$ cat config.mk
export PLATFORM = sky130hd
export DESIGN_NAME = at_response_line_classifier_unit
export DESIGN_NICKNAME = d
export VERILOG_FILES = /design/src/design/atrlc_pkg.sv /design/src/design/atrlc_match.sv /design/src/design/atrlc_step.sv /design/src/design/at_response_line_classifier_unit.sv
export SDC_FILE = /design/constraint.sdc
export NUM_CORES = 1
export LEC_CHECK = 0
export ABC_AREA = 1
export ABC_CLOCK_PERIOD_IN_PS = 3600
export BUFFER_PORTS_ARGS = -buffer_cell sky130_fd_sc_hd__buf_2
export CAP_MARGIN = 20
export CORE_MARGIN = 2
export CORE_UTILIZATION = 60
export DETAILED_ROUTE_END_ITERATION = 10
export GPL_ROUTABILITY_DRIVEN = 0
export PLACE_DENSITY = 0.81
export SLEW_MARGIN = 10
export SYNTH_ARGS = -nofsm -noshare
export SYNTH_HDL_FRONTEND = slang
export SYNTH_SLANG_ARGS = --single-unit
$ cat constraint.sdc
create_clock -name clk -period 3.6 [get_ports clk]
set_input_delay 0.18 -clock clk [delete_from_list [all_inputs] [get_ports clk]]
set_output_delay 0.18 -clock clk [all_outputs]
set_load 0.01 [all_outputs]
$ cat src/design/atrlc_pkg.sv
// Shared types, codes and match tables of the AT response line classifier.
`default_nettype none
package atrlc_pkg;

	localparam int MAX_LINE_LEN = 128;
	localparam int COUNT_W = $clog2(MAX_LINE_LEN);
	localparam logic [COUNT_W-1:0] CHAR_LIMIT = COUNT_W'(MAX_LINE_LEN - 1);

	localparam int TICKS_W = 16;
	localparam int RETRY_W = 4;
	localparam int LEN_W = 8;
	localparam int CFG_DATA_W = 16;

	localparam logic [TICKS_W-1:0] TIMEOUT_RESET = 16'd1000;
	localparam logic [RETRY_W-1:0] RETRY_RESET = 4'd1;

	localparam logic CFG_TIMEOUT = 1'b0;
	localparam logic CFG_RETRY = 1'b1;

	localparam logic [1:0] CMD_START = 2'd0;
	localparam logic [1:0] CMD_BYTE = 2'd1;
	localparam logic [1:0] CMD_TICK = 2'd2;

	localparam logic [7:0] CH_CR = 8'h0D;
	localparam logic [7:0] CH_LF = 8'h0A;
	localparam logic [7:0] CH_PLUS = 8'h2B;
	localparam logic [7:0] CH_CARET = 8'h5E;

	localparam int CAND_OK = 0;
	localparam int CAND_ERR = 1;
	localparam int CAND_CME = 2;
	localparam int CAND_CMS = 3;

	localparam logic [COUNT_W-1:0] LEN_OK = COUNT_W'(2);
	localparam logic [COUNT_W-1:0] LEN_ERR = COUNT_W'(5);
	localparam logic [COUNT_W-1:0] LEN_PREFIX = COUNT_W'(11);

	typedef enum logic [2:0] {
		EV_INFO = 3'd0,
		EV_URC = 3'd1,
		EV_OK = 3'd2,
		EV_ERROR = 3'd3,
		EV_CME = 3'd4,
		EV_CMS = 3'd5,
		EV_TIMEOUT = 3'd6,
		EV_OVERFLOW = 3'd7
	} event_t;

	typedef struct packed {
		logic busy;
		logic [TICKS_W-1:0] ticks_left;
		logic [RETRY_W-1:0] attempts_used;
		logic [COUNT_W-1:0] char_count;
		logic [3:0] cand;
		logic urc_start;
	} state_t;

	typedef struct packed {
		event_t event_code;
		logic resend;
		logic done_res;
		logic [LEN_W-1:0] line_length;
		logic [RETRY_W-1:0] attempt_number;
	} result_t;

	function automatic logic [7:0] ok_char(input logic pos);
		return pos ? 8'h4B : 8'h4F;
	endfunction

	function automatic logic [7:0] error_char(input logic [2:0] pos);
		logic [7:0] c;
		c = 8'h00;
		unique case (pos)
			3'd0: c = 8'h45;
			3'd1: c = 8'h52;
			3'd2: c = 8'h52;
			3'd3: c = 8'h4F;
			3'd4: c = 8'h52;
			default: c = 8'h00;
		endcase
		return c;
	endfunction

	// "+CM? ERROR:" with the fourth letter supplied
	function automatic logic [7:0] prefix_char(input logic [3:0] pos, input logic [7:0] letter);
		logic [7:0] c;
		c = 8'h00;
		unique case (pos)
			4'd0: c = 8'h2B;
			4'd1: c = 8'h43;
			4'd2: c = 8'h4D;
			4'd3: c = letter;
			4'd4: c = 8'h20;
			4'd5: c = 8'h45;
			4'd6: c = 8'h52;
			4'd7: c = 8'h52;
			4'd8: c = 8'h4F;
			4'd9: c = 8'h52;
			4'd10: c = 8'h3A;
			default: c = 8'h00;
		endcase
		return c;
	endfunction

endpackage
`default_nettype wire

$ cat src/design/atrlc_match.sv
// Narrows the set of final-response candidates by one line character.
`default_nettype none
module atrlc_match (
	input  wire logic [atrlc_pkg::COUNT_W-1:0] pos,
	input  wire logic [7:0]                    rx_char,
	input  wire logic [3:0]                    cand_in,
	output logic [3:0]                         cand_out
);

	logic ok_hit;
	logic err_hit;
	logic short_pos;
	logic cme_miss;
	logic cms_miss;

	always_comb begin
		ok_hit = (pos < atrlc_pkg::COUNT_W'(2)) && (atrlc_pkg::ok_char(pos[0]) == rx_char);
		err_hit = (pos < atrlc_pkg::COUNT_W'(5)) && (atrlc_pkg::error_char(pos[2:0]) == rx_char);
		short_pos = pos < atrlc_pkg::LEN_PREFIX;
		cme_miss = short_pos && (atrlc_pkg::prefix_char(pos[3:0], 8'h45) != rx_char);
		cms_miss = short_pos && (atrlc_pkg::prefix_char(pos[3:0], 8'h53) != rx_char);
		cand_out = cand_in;
		if (!ok_hit) cand_out[atrlc_pkg::CAND_OK] = 1'b0;
		if (!err_hit) cand_out[atrlc_pkg::CAND_ERR] = 1'b0;
		if (cme_miss) cand_out[atrlc_pkg::CAND_CME] = 1'b0;
		if (cms_miss) cand_out[atrlc_pkg::CAND_CMS] = 1'b0;
	end

endmodule
`default_nettype wire

$ cat src/design/atrlc_step.sv
// Next state and result word for one command of the classifier.
`default_nettype none
module atrlc_step (
	input  wire atrlc_pkg::state_t               cur,
	input  wire logic [1:0]                      command,
	input  wire logic [7:0]                      rx_byte,
	input  wire logic [atrlc_pkg::TICKS_W-1:0]   timeout_ticks,
	input  wire logic [atrlc_pkg::RETRY_W-1:0]   retry_limit,
	output atrlc_pkg::state_t                    nxt,
	output logic                                 res_valid,
	output atrlc_pkg::result_t                   res
);

	logic [3:0] cand_narrow;
	logic fail_req;
	atrlc_pkg::event_t fail_code;
	logic [atrlc_pkg::LEN_W-1:0] fail_len;
	logic [atrlc_pkg::COUNT_W-1:0] count_inc;

	atrlc_match u_match (
		.pos      (cur.char_count),
		.rx_char  (rx_byte),
		.cand_in  (cur.cand),
		.cand_out (cand_narrow)
	);

	assign count_inc = cur.char_count + atrlc_pkg::COUNT_W'(1);

	always_comb begin
		nxt = cur;
		res_valid = 1'b0;
		res.event_code = atrlc_pkg::EV_INFO;
		res.resend = 1'b0;
		res.done_res = 1'b0;
		res.line_length = atrlc_pkg::LEN_W'(cur.char_count);
		res.attempt_number = cur.attempts_used;
		fail_req = 1'b0;
		fail_code = atrlc_pkg::EV_TIMEOUT;
		fail_len = '0;

		unique case (command)
			atrlc_pkg::CMD_START: begin
				nxt.busy = 1'b1;
				nxt.attempts_used = '0;
				nxt.ticks_left = timeout_ticks;
				nxt.char_count = '0;
				nxt.cand = '1;
				nxt.urc_start = 1'b0;
			end
			atrlc_pkg::CMD_TICK: begin
				if (cur.busy) begin
					if (cur.ticks_left <= atrlc_pkg::TICKS_W'(1)) begin
						nxt.ticks_left = '0;
						fail_req = 1'b1;
						fail_code = atrlc_pkg::EV_TIMEOUT;
						fail_len = '0;
					end else begin
						nxt.ticks_left = cur.ticks_left - atrlc_pkg::TICKS_W'(1);
					end
				end
			end
			atrlc_pkg::CMD_BYTE: begin
				if (cur.busy && rx_byte != atrlc_pkg::CH_CR) begin
					if (rx_byte == atrlc_pkg::CH_LF) begin
						if (cur.char_count != '0) begin
							nxt.char_count = '0;
							nxt.cand = '1;
							nxt.urc_start = 1'b0;
							fail_len = atrlc_pkg::LEN_W'(cur.char_count);
							priority if (cur.cand[atrlc_pkg::CAND_OK]
									&& cur.char_count == atrlc_pkg::LEN_OK) begin
								nxt.busy = 1'b0;
								nxt.ticks_left = '0;
								res_valid = 1'b1;
								res.event_code = atrlc_pkg::EV_OK;
								res.done_res = 1'b1;
							end else if (cur.cand[atrlc_pkg::CAND_ERR]
									&& cur.char_count == atrlc_pkg::LEN_ERR) begin
								fail_req = 1'b1;
								fail_code = atrlc_pkg::EV_ERROR;
							end else if (cur.cand[atrlc_pkg::CAND_CME]
									&& cur.char_count >= atrlc_pkg::LEN_PREFIX) begin
								fail_req = 1'b1;
								fail_code = atrlc_pkg::EV_CME;
							end else if (cur.cand[atrlc_pkg::CAND_CMS]
									&& cur.char_count >= atrlc_pkg::LEN_PREFIX) begin
								fail_req = 1'b1;
								fail_code = atrlc_pkg::EV_CMS;
							end else begin
								res_valid = 1'b1;
								res.event_code = cur.urc_start ? atrlc_pkg::EV_URC
									: atrlc_pkg::EV_INFO;
							end
						end
					end else begin
						if (cur.char_count == '0) begin
							nxt.urc_start = (rx_byte == atrlc_pkg::CH_PLUS)
								|| (rx_byte == atrlc_pkg::CH_CARET);
						end
						nxt.cand = cand_narrow;
						nxt.char_count = count_inc;
						if (count_inc >= atrlc_pkg::CHAR_LIMIT) begin
							fail_req = 1'b1;
							fail_code = atrlc_pkg::EV_OVERFLOW;
							fail_len = atrlc_pkg::LEN_W'(count_inc);
						end
					end
				end
			end
			default: ;
		endcase

		if (fail_req) begin
			res_valid = 1'b1;
			res.event_code = fail_code;
			res.line_length = fail_len;
			nxt.char_count = '0;
			nxt.cand = '1;
			nxt.urc_start = 1'b0;
			if (cur.attempts_used < retry_limit) begin
				nxt.attempts_used = cur.attempts_used + atrlc_pkg::RETRY_W'(1);
				nxt.ticks_left = timeout_ticks;
				res.resend = 1'b1;
			end else begin
				nxt.busy = 1'b0;
				nxt.ticks_left = '0;
				res.done_res = 1'b1;
			end
		end
	end

endmodule
`default_nettype wire

$ cat src/design/at_response_line_classifier_unit.sv
// Top level of the AT response line classifier: handshakes, registers and checks.
//
// Takes words (start, received byte or millisecond tick) and returns at most one event word
// for each: the word is captured in an input register, the line state and the event are
// computed in one pass of short logic and land in the state and result registers. A stalled
// result holds the input side only while the input register is also occupied, so throughput
// is one word per clock while results are not stalled. The user must write the configuration
// registers only while idle; the block itself does not enforce it.
`default_nettype none
module at_response_line_classifier_unit (
	input  wire logic                                clk,
	input  wire logic                                arst_n,
	input  wire logic                                in_valid,
	output logic                                     in_stall,
	input  wire logic [1:0]                          command,
	input  wire logic [7:0]                          rx_byte,
	output logic                                     out_valid,
	input  wire logic                                out_stall,
	output logic [2:0]                               event_code,
	output logic                                     resend,
	output logic                                     done_res,
	output logic [atrlc_pkg::LEN_W-1:0]              line_length,
	output logic [atrlc_pkg::RETRY_W-1:0]            attempt_number,
	input  wire logic                                cfg_valid,
	output logic                                     cfg_ready,
	input  wire logic                                cfg_index,
	input  wire logic [atrlc_pkg::CFG_DATA_W-1:0]    cfg_data
);

	logic valid_s1;
	logic [1:0] command_s1;
	logic [7:0] rx_byte_s1;
	logic [atrlc_pkg::TICKS_W-1:0] timeout_q;
	logic [atrlc_pkg::RETRY_W-1:0] retry_q;
	atrlc_pkg::state_t state_q;
	atrlc_pkg::state_t state_nxt;
	logic res_valid;
	atrlc_pkg::result_t res;
	atrlc_pkg::result_t out_q;
	logic out_valid_q;
	logic advance;

	assign cfg_ready = 1'b1;
	assign advance = !out_valid_q || !out_stall;
	assign in_stall = valid_s1 && !advance;

	always_ff @(posedge clk or negedge arst_n) begin
		if (!arst_n) begin
			timeout_q <= atrlc_pkg::TIMEOUT_RESET;
			retry_q <= atrlc_pkg::RETRY_RESET;
		end else if (cfg_valid) begin
			unique case (cfg_index)
				atrlc_pkg::CFG_TIMEOUT: timeout_q <= cfg_data;
				atrlc_pkg::CFG_RETRY: retry_q <= cfg_data[atrlc_pkg::RETRY_W-1:0];
				default: ;
			endcase
		end
	end

	always_ff @(posedge clk or negedge arst_n) begin
		if (!arst_n) begin
			valid_s1 <= 1'b0;
		end else if (!in_stall) begin
			valid_s1 <= in_valid;
		end
	end

	always_ff @(posedge clk) begin
		if (in_valid && !in_stall) begin
			command_s1 <= command;
			rx_byte_s1 <= rx_byte;
		end
	end

	atrlc_step u_step (
		.cur           (state_q),
		.command       (command_s1),
		.rx_byte       (rx_byte_s1),
		.timeout_ticks (timeout_q),
		.retry_limit   (retry_q),
		.nxt           (state_nxt),
		.res_valid     (res_valid),
		.res           (res)
	);

	always_ff @(posedge clk or negedge arst_n) begin
		if (!arst_n) begin
			state_q.busy <= 1'b0;
			state_q.ticks_left <= '0;
			state_q.attempts_used <= '0;
			state_q.char_count <= '0;
			state_q.cand <= '1;
			state_q.urc_start <= 1'b0;
			out_valid_q <= 1'b0;
		end else if (advance) begin
			if (valid_s1) state_q <= state_nxt;
			out_valid_q <= valid_s1 && res_valid;
		end
	end

	always_ff @(posedge clk) begin
		if (advance && valid_s1 && res_valid) out_q <= res;
	end

	assign out_valid = out_valid_q;
	assign event_code = out_q.event_code;
	assign resend = out_q.resend;
	assign done_res = out_q.done_res;
	assign line_length = out_q.line_length;
	assign attempt_number = out_q.attempt_number;

`ifndef SYNTH
	a_idle_clean: assert property (@(posedge clk) disable iff (!arst_n)
		!state_q.busy |-> (state_q.ticks_left == '0 && state_q.char_count == '0))
		else $error("idle classifier holds attempt state");

	a_count_bound: assert property (@(posedge clk) disable iff (!arst_n)
		state_q.char_count < atrlc_pkg::CHAR_LIMIT)
		else $error("line count reached store limit");

	a_resend_done: assert property (@(posedge clk) disable iff (!arst_n)
		out_valid_q |-> !(out_q.resend && out_q.done_res))
		else $error("event both retries and finishes");

	a_retry_bound: assert property (@(posedge clk) disable iff (!arst_n)
		(out_valid_q && out_q.resend) |-> (state_q.attempts_used != '0))
		else $error("resend without attempt advance");
`endif

endmodule
`default_nettype wire
==> run_results.csv, run 1 <==
group,metric,value,unit
final_layout,n_antenna_cell,0,
floorplanning,initial_utilization,62.0,%
clock_network,cts_max_level,3,
pwr,combPwrFrac,26.1,%
worst_setup_path,critPathSlowestCell,"dfrtp_1",
status,status,"finished clean",
worst_setup_path,cp-end-kind,"flop",
final_layout,fin_area,5980,sq um
worst_setup_path,critPathBufInv,1,
grt,track_usage,26.5,%
timing,setup_viol,0,
worst_setup_path,crit_arrival,3.35,ns
pwr,swShare,34.4,%
pwr,seqPwrFrac,46.9,%
floorplanning,rows,34,
floorplanning,coreArea,8720,sq um
placed_design,post-dp-hpwl,9.07,mm
timing,grt_setup_unrepaired,"no",
worst_setup_path,crit_path_frequent_cell,"nand2_1",
drt,routed_via_density,5.69,
drt,ant_nets,0,
timing,slew_headroom,35.4,%
clock_network,cts_root_buffer,"clkbuf_8",
grt,grt_pass1_vias,4590,
pwr,worst_ir_drop_vdd,0.283,mV
floorplanning,die_x,98.9,um
pwr,clkPwrFrac,27.0,%
timing,slew_violations,0,
clock_network,clkSinkCount,81,
pwr,power_density,418,nW/um^2
drt,via_count,4920,
pwr,intPower,1.64,mW
worst_setup_path,max_stage_delay,0.54,ns
synthesis,synth_warnings,0,
synthesis,synth_cell_types,48,
synthesis,syn_area,5410,sq um
worst_setup_path,crit_family,"simple AND/OR/NAND/NOR gates",
timing,fin_crit,3.11,ns
clock_network,cts_made_buffers,9,
synthesis,async_flop_share,67.9,%
clock_network,path_clk_slew,0.09,ns
grt,overflow,0,
clock_network,insertion_delay,0.36,ns
timing,max_slew.worst_pin.slew,0.966,ns
placed_design,port-buffer-count,49,
floorplanning,die-area,9790,sq um
timing,skew,0.0141,ns
worst_setup_path,crit_type,"reg -> reg",
clock_network,cts_tree,"done",
clock_network,post_cts_buffers,0,
synthesis,avgSynthCellArea,7.70,sq um
synthesis,synth_edf_count,26,
drt,dr.pass1.iters,5,
timing,fmax,321,MHz
synthesis,postSynthCellCount,702,
final_layout,fillers,680,
hold_path,hold_path_class,"in -> reg",
drt,drtIter0Drc,373,
clock_network,clock_path_buffers,2,
worst_setup_path,path_cells,"inv_1 -> ha_1 -> nand2_1 -> nand2_1 -> nand4_1 -> nor2_2 -> nand3_2 -> nand2_2 -> nand2_2 -> nand2_1 -> nand2_1 -> nand2_1 -> nand3_4 -> nor2_1 -> a21oi_1",
worst_setup_path,worstSetupStartpointType,"flop",
drt,drc,0,
timing,fin_setup_tns,0,ns
timing,hold_viol_final,0,
worst_setup_path,cp.required,3.83,ns
drt,routed_wl,12.7,mm
floorplanning,boundaryPins,52,
placed_design,place_area,5670,sq um
synthesis,synthFlopType,"dfrtp_1",
synthesis,synth-seq-area-share,40.2,%
floorplanning,die_h,98.9,um
clock_network,cts.repair.resized,0,
final_layout,num-nets-final,806,
final_layout,drive_gt1_share,16.8,%
grt,grt_pass1_wl,21.1,mm
synthesis,syn_nets,757,
grt,antenna_found_initial,0,
worst_setup_path,rrSetupSlack,0.49,ns
grt,grt_max_degree,35,
synthesis,synth.ff_latch_count,81,
run,max-cap-violations,0,
timing,post-route-period-util,86.5,%
drt,wl_per_cell,14.6,um
final_layout,final_util,68.5,%
worst_setup_path,cp_max_fo,15,
pwr,leakagePower,2.92,nW
final_layout,syn2layout_area_growth,10.5,%
pwr,p_switching,0.859,mW
cell usage in the layout, fill, tap and decap left out, types with 4 or more instances in the layout:
master and instances:
nand2_2 11, nor2_2 4, inv_1 72, buf_2 49
dfstp_2 11, dlygate4sd3_1 11, inv_2 4, nor3_1 9
ha_1 23, buf_4 5, nand4_1 17, o21ai_2 7
clkbuf_8 9, edfxtp_1 26, o22ai_1 16, a21oi_1 29
nor2_1 74, xor2_1 11, or2_2 5, nand3_1 72
o21ai_0 32, xnor2_1 8, nand2_1 163, dfrtp_1 44
worst min-delay path: stages:
cell     delay (ns)
buf_2          0.10
nor2_1         0.09
a21oi_1        0.04
cell type report:
cell class / count / area (sq um) / share of cell area, %
multi-input combinational: 517 / 2790 / 46.7
sequential: 81 / 2170 / 36.3
timing repair buffer: 65 / 393 / 6.57
inverter: 77 / 289 / 4.84
tap: 108 / 135 / 2.26
clock buffer: 9 / 124 / 2.07
clock inverter: 7 / 75.1 / 1.26
what timing repair did:
| item | in CTS | in global routing |
|---|---|---|
| endpoints found under the hold margin | 27 | 0 |
| setup endpoints to repair | 0 | 0 |
| hold buffers | 11 | 0 |
state kept, by name (all words and copies together), names as in the netlist:
| signal | flops |
|---|---|
| resend | 1 |
| retry_q | 4 |
| out_valid | 1 |
| rx_byte_s1 | 8 |
| event_code | 3 |
| line_length | 7 |
| attempt_number | 4 |
| valid_s1 | 1 |
| command_s1 | 2 |
| timeout_q | 16 |
| done_res | 1 |
| state_q | 33 |
metal layers:
metal | routed length [um] | vias to the layer above | GRT usage (%)
li1 | - | 2421 | -
met1 | 5610 | 2290 | 37.1
met2 | 5950 | 185 | 41.8
met3 | 823 | 24 | 3.90
met4 | 279 | 0 | 10.1
met5 | 0 | - | 0
per-stage QoR:
step / worst slack (ns) / hold WS (ns) / std cells / power [mW]
2_1_floorplan: 0.438 / -0.116 / 702 / 1.66
3_3_place_gp: 0.726 / 0.206 / 837 / 1.79
3_5_place_dp: 0.569 / 0.212 / 837 / 1.82
4_1_cts: 0.543 / 0.0344 / 864 / 2.50
5_1_grt: 0.263 / 0.0570 / 864 / 2.65
6_report: 0.487 / 0.0536 / 864 / 2.50
cells in the mapped netlist, types with 2 or more instances:
cell | instances | area [sq um]
nand2_1 | 163 | 612
nor2_1 | 74 | 278
inv_1 | 72 | 270
nand3_1 | 72 | 360
dfrtp_1 | 44 | 1100
o21ai_0 | 32 | 160
a21oi_1 | 30 | 150
edfxtp_1 | 26 | 781
ha_1 | 23 | 288
nand4_1 | 17 | 106
o22ai_1 | 16 | 100
dfstp_2 | 11 | 289
nand2_2 | 11 | 68.8
xor2_1 | 11 | 96.3
nor3_1 | 9 | 45.0
clkbuf_1 | 8 | 30.0
xnor2_1 | 8 | 70.1
o21ai_2 | 7 | 61.3
buf_2 | 6 | 30.0
buf_4 | 5 | 37.5
buf_6 | 5 | 56.3
or2_2 | 5 | 31.3
inv_2 | 4 | 15.0
nor2_2 | 4 | 25.0
a21o_1 | 3 | 22.5
nand2_4 | 3 | 33.8
nor2_4 | 3 | 33.8
nor4_1 | 3 | 18.8
a211oi_1 | 2 | 15.0
a31oi_1 | 2 | 12.5
buf_1 | 2 | 7.51
conb_1 | 2 | 7.51
nor3_2 | 2 | 20.0
o21ai_1 | 2 | 10.0
o31ai_1 | 2 | 15.0
power by group through the flow:
stage | clock, mW | combinational [mW] | sequential (mW)
floorplan | 0 | 0.511 | 1.15
CTS | 0.687 | 0.647 | 1.17
finish | 0.674 | 0.653 | 1.17
detailed placement | 0 | 0.633 | 1.18
global route | 0.726 | 0.738 | 1.18
global placement | 0 | 0.613 | 1.18
logic make-up after synthesis:
kind of cell	synth area share, %
AO/OA/AOI/OAI	11.7
XOR/XNOR	3.08
adder cells (fa/ha/maj)	5.32
buffers and inverters	8.42
flip-flops	40.2
other	0.139
AND/OR/NAND/NOR	31.2
final timing paths:
kind,startpoint,cells past startpoint,end
hold reg to reg,state_q[2]$_DFFE_PN1P_,2,state_q[2]$_DFFE_PN1P_
hold / removal,cfg_data[6],3,timeout_q[6]$_DFFE_PN1P_
setup / recovery,state_q[5]$_DFFE_PN0P_,15,state_q[0]$_DFFE_PN0P_
max in group asynchronous,arst_n,3,timeout_q[5]$_DFFE_PN1P_
setup reg to reg,state_q[5]$_DFFE_PN0P_,15,state_q[0]$_DFFE_PN0P_
min in group asynchronous,arst_n,2,state_q[10]$_DFFE_PN0P_
No activity file was read; power rests on OpenSTA's default activity.
==> inputs of run 2 (changes only) <==
RECOVER_POWER = 25   (was not set)
==> run 2 against run 1 <==
  * Fmax grew 0.52%
  * Core utilization down 0.10 points
  * Worst hold slack worse by 0.0049 ns
  * Via count is 0.98% higher
  * Global-route usage stayed put
  * Count of clock-buffer cells in the layout is the same
  * Sequential power about the same
  * Clock skew decreased by 0.00084 ns
  * Final cell count is the same
  * Clock power increased by 0.7%
  * Critical path depth unchanged
  * Wire length up 0.74%
  * Largest cell class unchanged
  * Highest routed layer unchanged
==> run_results.csv, run 2 (synthesized netlist as in run 1, its figures left out) <==
group,metric,value,unit
pwr,seqPwrFrac,46.7,%
timing,holdWs,0.0487,ns
final_layout,num-nets-final,806,
final_layout,drive_gt1_share,15.7,%
final_layout,reg_top3,"state_q: 33 flops, timeout_q: 16 flops, rx_byte_s1: 8 flops",
clock_network,clock_path_buffers,2,
floorplanning,coreArea,8720,sq um
clock_network,cts_made_buffers,9,
timing,skew,0.0133,ns
clock_network,holdBufCountCts,11,
worst_setup_path,max_stage_delay,0.54,ns
timing,slew_headroom,6.76,%
floorplanning,die_h,98.9,um
timing,setup_viol,0,
pwr,p_total,2.50,mW
timing,hold_viol_final,0,
worst_setup_path,r2r-start,"state_q[5]$_DFFE_PN0P_",
floorplanning,initial_utilization,62.0,%
final_layout,final_common_cell,"nand2_1",
timing,max_slew.worst_pin.slew,1.40,ns
final_layout,n_antenna_cell,0,
worst_setup_path,cp_max_fo,15,
pwr,p_switching,0.865,mW
drt,routed_via_density,5.75,
floorplanning,boundaryPins,52,
floorplanning,die_x,98.9,um
clock_network,cts.repair.resized,0,
final_layout,stdcell_count,864,
worst_setup_path,critPathSlowestCell,"dfrtp_1",
worst_setup_path,rrSetupSlack,0.50,ns
timing,grt_setup_unrepaired,"no",
clock_network,post_cts_buffers,0,
hold_path,hp-start,"cfg_data[6]",
pwr,combPwrFrac,26.1,%
clock_network,cts_tree,"done",
clock_network,path_clk_slew,0.09,ns
pwr,worst_ir_drop_vdd,0.283,mV
placed_design,post-dp-hpwl,9.07,mm
worst_setup_path,worstSetupStartpointType,"flop",
worst_setup_path,regToRegEndpoint,"state_q[0]$_DFFE_PN0P_",
timing,fin_crit,3.10,ns
worst_setup_path,cp.required,3.84,ns
worst_setup_path,path_cells,"inv_1 -> ha_1 -> nand2_1 -> nand2_1 -> nand4_1 -> nor2_2 -> nand3_2 -> nand2_2 -> nand2_2 -> nand2_1 -> nand2_1 -> nand2_1 -> nand3_4 -> nor2_1 -> a21oi_1",
clock_network,cts_max_level,3,
placed_design,place_inst,837,
timing,fin_setup_tns,0,ns
grt,grt_pass1_vias,4590,
run,max-cap-violations,0,
worst_setup_path,reg2reg_depth,15,
clock_network,insertion_delay,0.36,ns
drt,drc,0,
grt,track_usage,26.5,%
floorplanning,die-area,9790,sq um
pwr,intPower,1.64,mW
drt,routed_wl,12.8,mm
timing,fmax,323,MHz
grt,grt_pass1_wl,21.1,mm
grt,grt_max_degree,35,
grt,antenna_found_initial,0,
timing,post-route-period-util,86.0,%
drt,wl_per_cell,14.8,um
timing,slew_violations,0,
final_layout,regMostFlops,"state_q",
pwr,clkPwrFrac,27.1,%
drt,drtIter0Drc,363,
hold_path,hold_path_class,"in -> reg",
placed_design,place_worst_setup_slack,0.569,ns
final_layout,final_cell_mix,"163 x nand2_1, 74 x nor2_1, 72 x inv_1, 72 x nand3_1, 44 x dfrtp_1",
worst_setup_path,crit_path_frequent_cell,"nand2_1",
clock_network,cts_root_buffer,"clkbuf_8",
pwr,leakagePower,2.91,nW
drt,ant_nets,0,
timing,layout_setup_ws,0.503,ns
worst_setup_path,crit_arrival,3.34,ns
drt,dr.pass1.iters,5,
status,status,"finished clean",
floorplanning,rows,34,
drt,via_count,4968,
placed_design,port-buffer-count,49,
hold_path,whs_endpoint,"timeout_q[6]$_DFFE_PN1P_",
final_layout,syn2layout_area_growth,10.4,%
hold_path,min_delay_path_depth,3,
pwr,swShare,34.6,%
grt,overflow,0,
worst_setup_path,cp-end-kind,"flop",
clock_network,clkSinkCount,81,
final_layout,largest_register_ff_count,33,
pwr,power_density,419,nW/um^2
worst_setup_path,crit_type,"reg -> reg",
worst_setup_path,startpoint,"state_q[5]$_DFFE_PN0P_",
-- run 2: cell types whose count changed in the layout (fill, tap and decap cells not counted), sizes merged --
cell / change
buf: -7
clkbuf: +7
-- run 2: metal layers --
layer	up-vias	GRT usage, %	part of all wire, %	routed length, um
met5	-	0	0	0
met4	0	10.1	2.7	347
met3	37	3.90	7.0	893
met2	225	41.8	46	5890
met1	2287	37.1	44	5620
li1	2419	-	-	-
-- run 2: power groups by stage --
stage	logic, mW	registers [mW]	clock network (mW)
after floorplan	0.511	1.15	0
after global placement	0.613	1.18	0
after detailed placement	0.633	1.18	0
after CTS	0.647	1.17	0.687
after global routing	0.738	1.18	0.726
final	0.654	1.17	0.679
-- run 2: how the worst max path moves through the flow --
stage                             endpoint  depth (start not counted)
6_report            state_q[0]$_DFFE_PN0P_                         15
5_1_grt             state_q[0]$_DFFE_PN0P_                         15
4_1_cts             state_q[0]$_DFFE_PN0P_                         15
3_5_place_dp        state_q[0]$_DFFE_PN0P_                         15
3_3_place_gp        state_q[0]$_DFFE_PN0P_                         14
2_1_floorplan  attempt_number[0]$_DFFE_PP_                         14
-- run 2: final cells by class --
class                   count  area (sq um)
clock inverters             7          75.1
repair buffers             65           384
multi-input cells         517          2790
flip-flops and latches     81          2170
inverters                  77           289
fillers                   686          2750
well taps                 108           135
clock buffers               9           124
-- run 2: through the flow --
| step | util (%) | instance area [sq um] |
|---|---|---|
| after global placement | 65.0 | 5670 |
| after detailed placement | 65.0 | 5670 |
| final | 68.4 | 5970 |
| after CTS | 68.5 | 5980 |
| after global routing | 68.4 | 5970 |
| after floorplan | - | 5410 |
-- run 2: critical path: cells and delay by family, from the launching register on --
family | cells | cell delay [ns]
AO/OA/AOI/OAI | 1 | 0.06
adder cells (fa/ha/maj) | 1 | 0.38
flip-flops | 1 | 0.54
buffers and inverters | 1 | 0.25
AND/OR/NAND/NOR | 12 | 1.76
==> inputs of run 3 (changes only) <==
CORE_ASPECT_RATIO = 0.5   (was not set)
CORE_UTILIZATION = 61   (was 60)
SYNTH_HIERARCHICAL = 1   (was not set)
==> run 3 against run 2 <==
  * The flow now finishes with violations (capacitance limit, slew limit)
  * Sequential power rose by 5%
  * Wire length rose by 32%
  * Clock power rose by 34%
  * Highest routed layer unchanged
  * Largest power group unchanged
  * Fmax rose by 3.9%
==> run_results.csv, run 3 <==
group,metric,value,unit
status,status,"finished, violations left",
status,violations,"capacitance limit, slew limit",
worst_setup_path,path_cells,"ha_1 -> nor2_1 -> nor2_2 -> nand2_1 -> nor2_1 -> nand4_1 -> nand2_1 -> nand3_1 -> nand2_2 -> nand2_2 -> nand2_1 -> inv_1 -> nor2_1 -> buf_4",
hold_path,hold_path_class,"in -> reg",
synthesis,synthTopCellsByArea,"nand2_1 21%, dfrtp_1 17%, edfxtp_1 12%",
clock_network,cts.repair.resized,0,
drt,wl_per_cell,14.3,um
worst_setup_path,regToRegEndpoint,"event_code[2]$_DFFE_PP_",
hold_path,hp-start,"command[1]",
synthesis,synth_warnings,6,
final_layout,n_antenna_cell,0,
clock_network,cts_tree,"done",
run,max-cap-violations,1,
synthesis,synth_top_area_cell,"nand2_1",
synthesis,yosys-top-cells-count,"367 x nand2_1, 129 x nand3_1, 99 x inv_1",
grt,grt_pass1_vias,6011,
worst_setup_path,r2r-start,"state_q[6]$_DFFE_PN0P_",
clock_network,cts_root_buffer,"clkbuf_16",
drt,drc,0,
timing,layout_setup_ws,0.621,ns
pwr,worst_ir_drop_vdd,0.245,mV
timing,skew,0.00799,ns
floorplanning,boundaryPins,52,
clock_network,cts_made_buffers,9,
final_layout,num-nets-final,1084,
final_layout,final_cell_mix,"367 x nand2_1, 129 x nand3_1, 99 x inv_1",
drt,ant_nets,0,
clock_network,clkSinkCount,82,
clock_network,insertion_delay,0.34,ns
synthesis,synth-seq-area-share,33.9,%
timing,max_slew.worst_pin.slew,1.80,ns
worst_setup_path,crit_arrival,3.01,ns
grt,track_usage,30.0,%
timing,slew_violations,32,
worst_setup_path,cp-end-kind,"flop",
final_layout,largest_register_ff_count,33,
timing,hold_viol_final,0,
floorplanning,coreArea,10300,sq um
final_layout,reg_top3,"state_q: 33 flops, timeout_q: 16 flops",
grt,overflow,0,
timing,fin_setup_tns,0,ns
pwr,leakagePower,3.70,nW
placed_design,place_worst_setup_slack,0.700,ns
final_layout,regMostFlops,"state_q",
timing,slew_headroom,-20.2,%
worst_setup_path,crit_type,"reg -> reg",
worst_setup_path,max_stage_delay,0.70,ns
floorplanning,die_x,150,um
final_layout,final_common_cell,"nand2_1",
worst_setup_path,worstSetupStartpointType,"flop",
grt,grt_pass1_wl,28.2,mm
clock_network,path_clk_slew,0.06,ns
grt,grt_max_degree,39,
final_layout,fillers,901,
pwr,power_density,438,nW/um^2
clock_network,clock_path_buffers,2,
synthesis,yosysMostFrequentCell,"nand2_1",
synthesis,syn_area,6490,sq um
worst_setup_path,rrSetupSlack,0.62,ns
synthesis,synth_edf_count,27,
drt,dr.pass1.iters,8,
synthesis,synthFlopType,"dfrtp_1",
placed_design,port-buffer-count,50,
hold_path,min_delay_path_depth,1,
synthesis,postSynthCellCount,1000,
timing,setup_viol,0,
floorplanning,die-area,11500,sq um
final_layout,drive_gt1_share,9.41,%
clock_network,cts_max_level,3,
timing,fin_crit,2.98,ns
synthesis,synth_cell_types,42,
placed_design,post-dp-hpwl,11.3,mm
synthesis,async_flop_share,67.1,%
synthesis,syn_nets,1058,
floorplanning,die_h,76.9,um
drt,routed_wl,16.8,mm
worst_setup_path,cp.required,3.63,ns
worst_setup_path,cp_max_fo,17,
synthesis,synth_top_area_share,21.2,%
worst_setup_path,critPathSlowestCell,"dfrtp_1",
timing,post-route-period-util,82.8,%
timing,grt_setup_unrepaired,"no",
grt,antenna_found_initial,0,
floorplanning,initial_utilization,63.1,%
hold_path,whs_endpoint,"command_s1[1]$_DFFE_PP_",
synthesis,synth.ff_latch_count,82,
synthesis,avgSynthCellArea,6.49,sq um
floorplanning,rows,26,
drt,drtIter0Drc,801,
final_layout,syn2layout_area_growth,7.81,%
timing,fmax,336,MHz
worst_setup_path,reg2reg_depth,14,
drt,routed_via_density,5.70,
drt,via_count,6669,
-- run 3: cell count changes in the layout (fill, tap and decap cells not counted), moves of 8 or more --
cell           previous run  this run
nor2_1                   74        98
nand2_1                 163       367
nand3_1                  72       129
clkbuf_16                 0         9
buf_4                     5        13
dlygate4sd3_1            11         1
inv_1                    72        99
clkbuf_8                  9         0
-- run 3: logic make-up (layout without fill, tap and decap cells) --
group | Yosys count | in the layout | share of synthesized area [%]
flops | 82 | 82 | 33.9
simple gates | 634 | 634 | 40.9
compound gates | 91 | 91 | 7.85
buf+inv | 155 | 186 | 10.9
fa+ha+maj | 26 | 26 | 5.01
xor+xnor | 10 | 10 | 1.35
other cells | 2 | 2 | 0.116
-- run 3: per-layer routing --
metal,up-vias,wire length [um],GRT usage (%)
met1,3019,7250,41.0
met4,0,295,9.34
met5,-,0,0
met2,390,7650,48.1
li1,3227,-,-
met3,33,1610,6.01
-- run 3: power by group --
part           total [mW]  internal, mW  leakage [nW]  switching (mW)
Combinational       0.923         0.325          2.62           0.598
Sequential           1.23          1.07         0.947           0.163
Clock               0.909         0.535         0.136           0.374
-- run 3: area by class of cell --
cell class	count	area [sq um]	share of cell area, %
timing repair buffer	64	350	5.01
multi-input combinational	763	3580	51.2
inverter	106	398	5.69
clock buffer	11	233	3.33
tap	140	175	2.50
clock inverter	5	55.1	0.787
sequential	82	2200	31.5
-- run 3: timing repair --
| action | CTS | global route |
|---|---|---|
| hold endpoints to repair | 24 | 0 |
| hold buffers | 1 | 0 |
| setup buffers | 0 | 0 |
-- run 3: critical path: cells and delay by family, from the launching register on --
family | cells | cell delay (ns)
AND/OR/NAND/NOR | 11 | 1.27
flip-flops | 1 | 0.70
adder cells (fa/ha/maj) | 1 | 0.39
buffers and inverters | 2 | 0.32
-- run 3: worst max path at each step --
stage | from | endpoint | slack, ns | cells past startpoint
2_1_floorplan | state_q[6]$_DFFE_PN0P_ | attempt_number[0]$_DFFE_PP_ | 0.55 | 15
3_3_place_gp | state_q[6]$_DFFE_PN0P_ | event_code[2]$_DFFE_PP_ | 0.80 | 15
3_5_place_dp | state_q[6]$_DFFE_PN0P_ | event_code[2]$_DFFE_PP_ | 0.70 | 14
4_1_cts | state_q[6]$_DFFE_PN0P_ | event_code[2]$_DFFE_PP_ | 0.67 | 14
5_1_grt | state_q[7]$_DFFE_PN0P_ | line_length[0]$_DFFE_PP_ | 0.35 | 15
6_report | state_q[6]$_DFFE_PN0P_ | event_code[2]$_DFFE_PP_ | 0.62 | 14
-- run 3: per-stage QoR --
stage / hold slack [ns] / util (%) / std cells / area, sq um / total power, mW
3_3_place_gp: 0.287 / 65.2 / 1154 / 6710 / 2.11
4_1_cts: 0.00216 / 68.1 / 1171 / 7000 / 3.06
3_5_place_dp: 0.297 / 65.2 / 1154 / 6710 / 2.14
2_1_floorplan: -0.116 / - / 1000 / 6490 / 1.93
6_report: 0.0101 / 68.1 / 1171 / 7000 / 3.07
5_1_grt: 0.00218 / 68.1 / 1171 / 7000 / 3.26
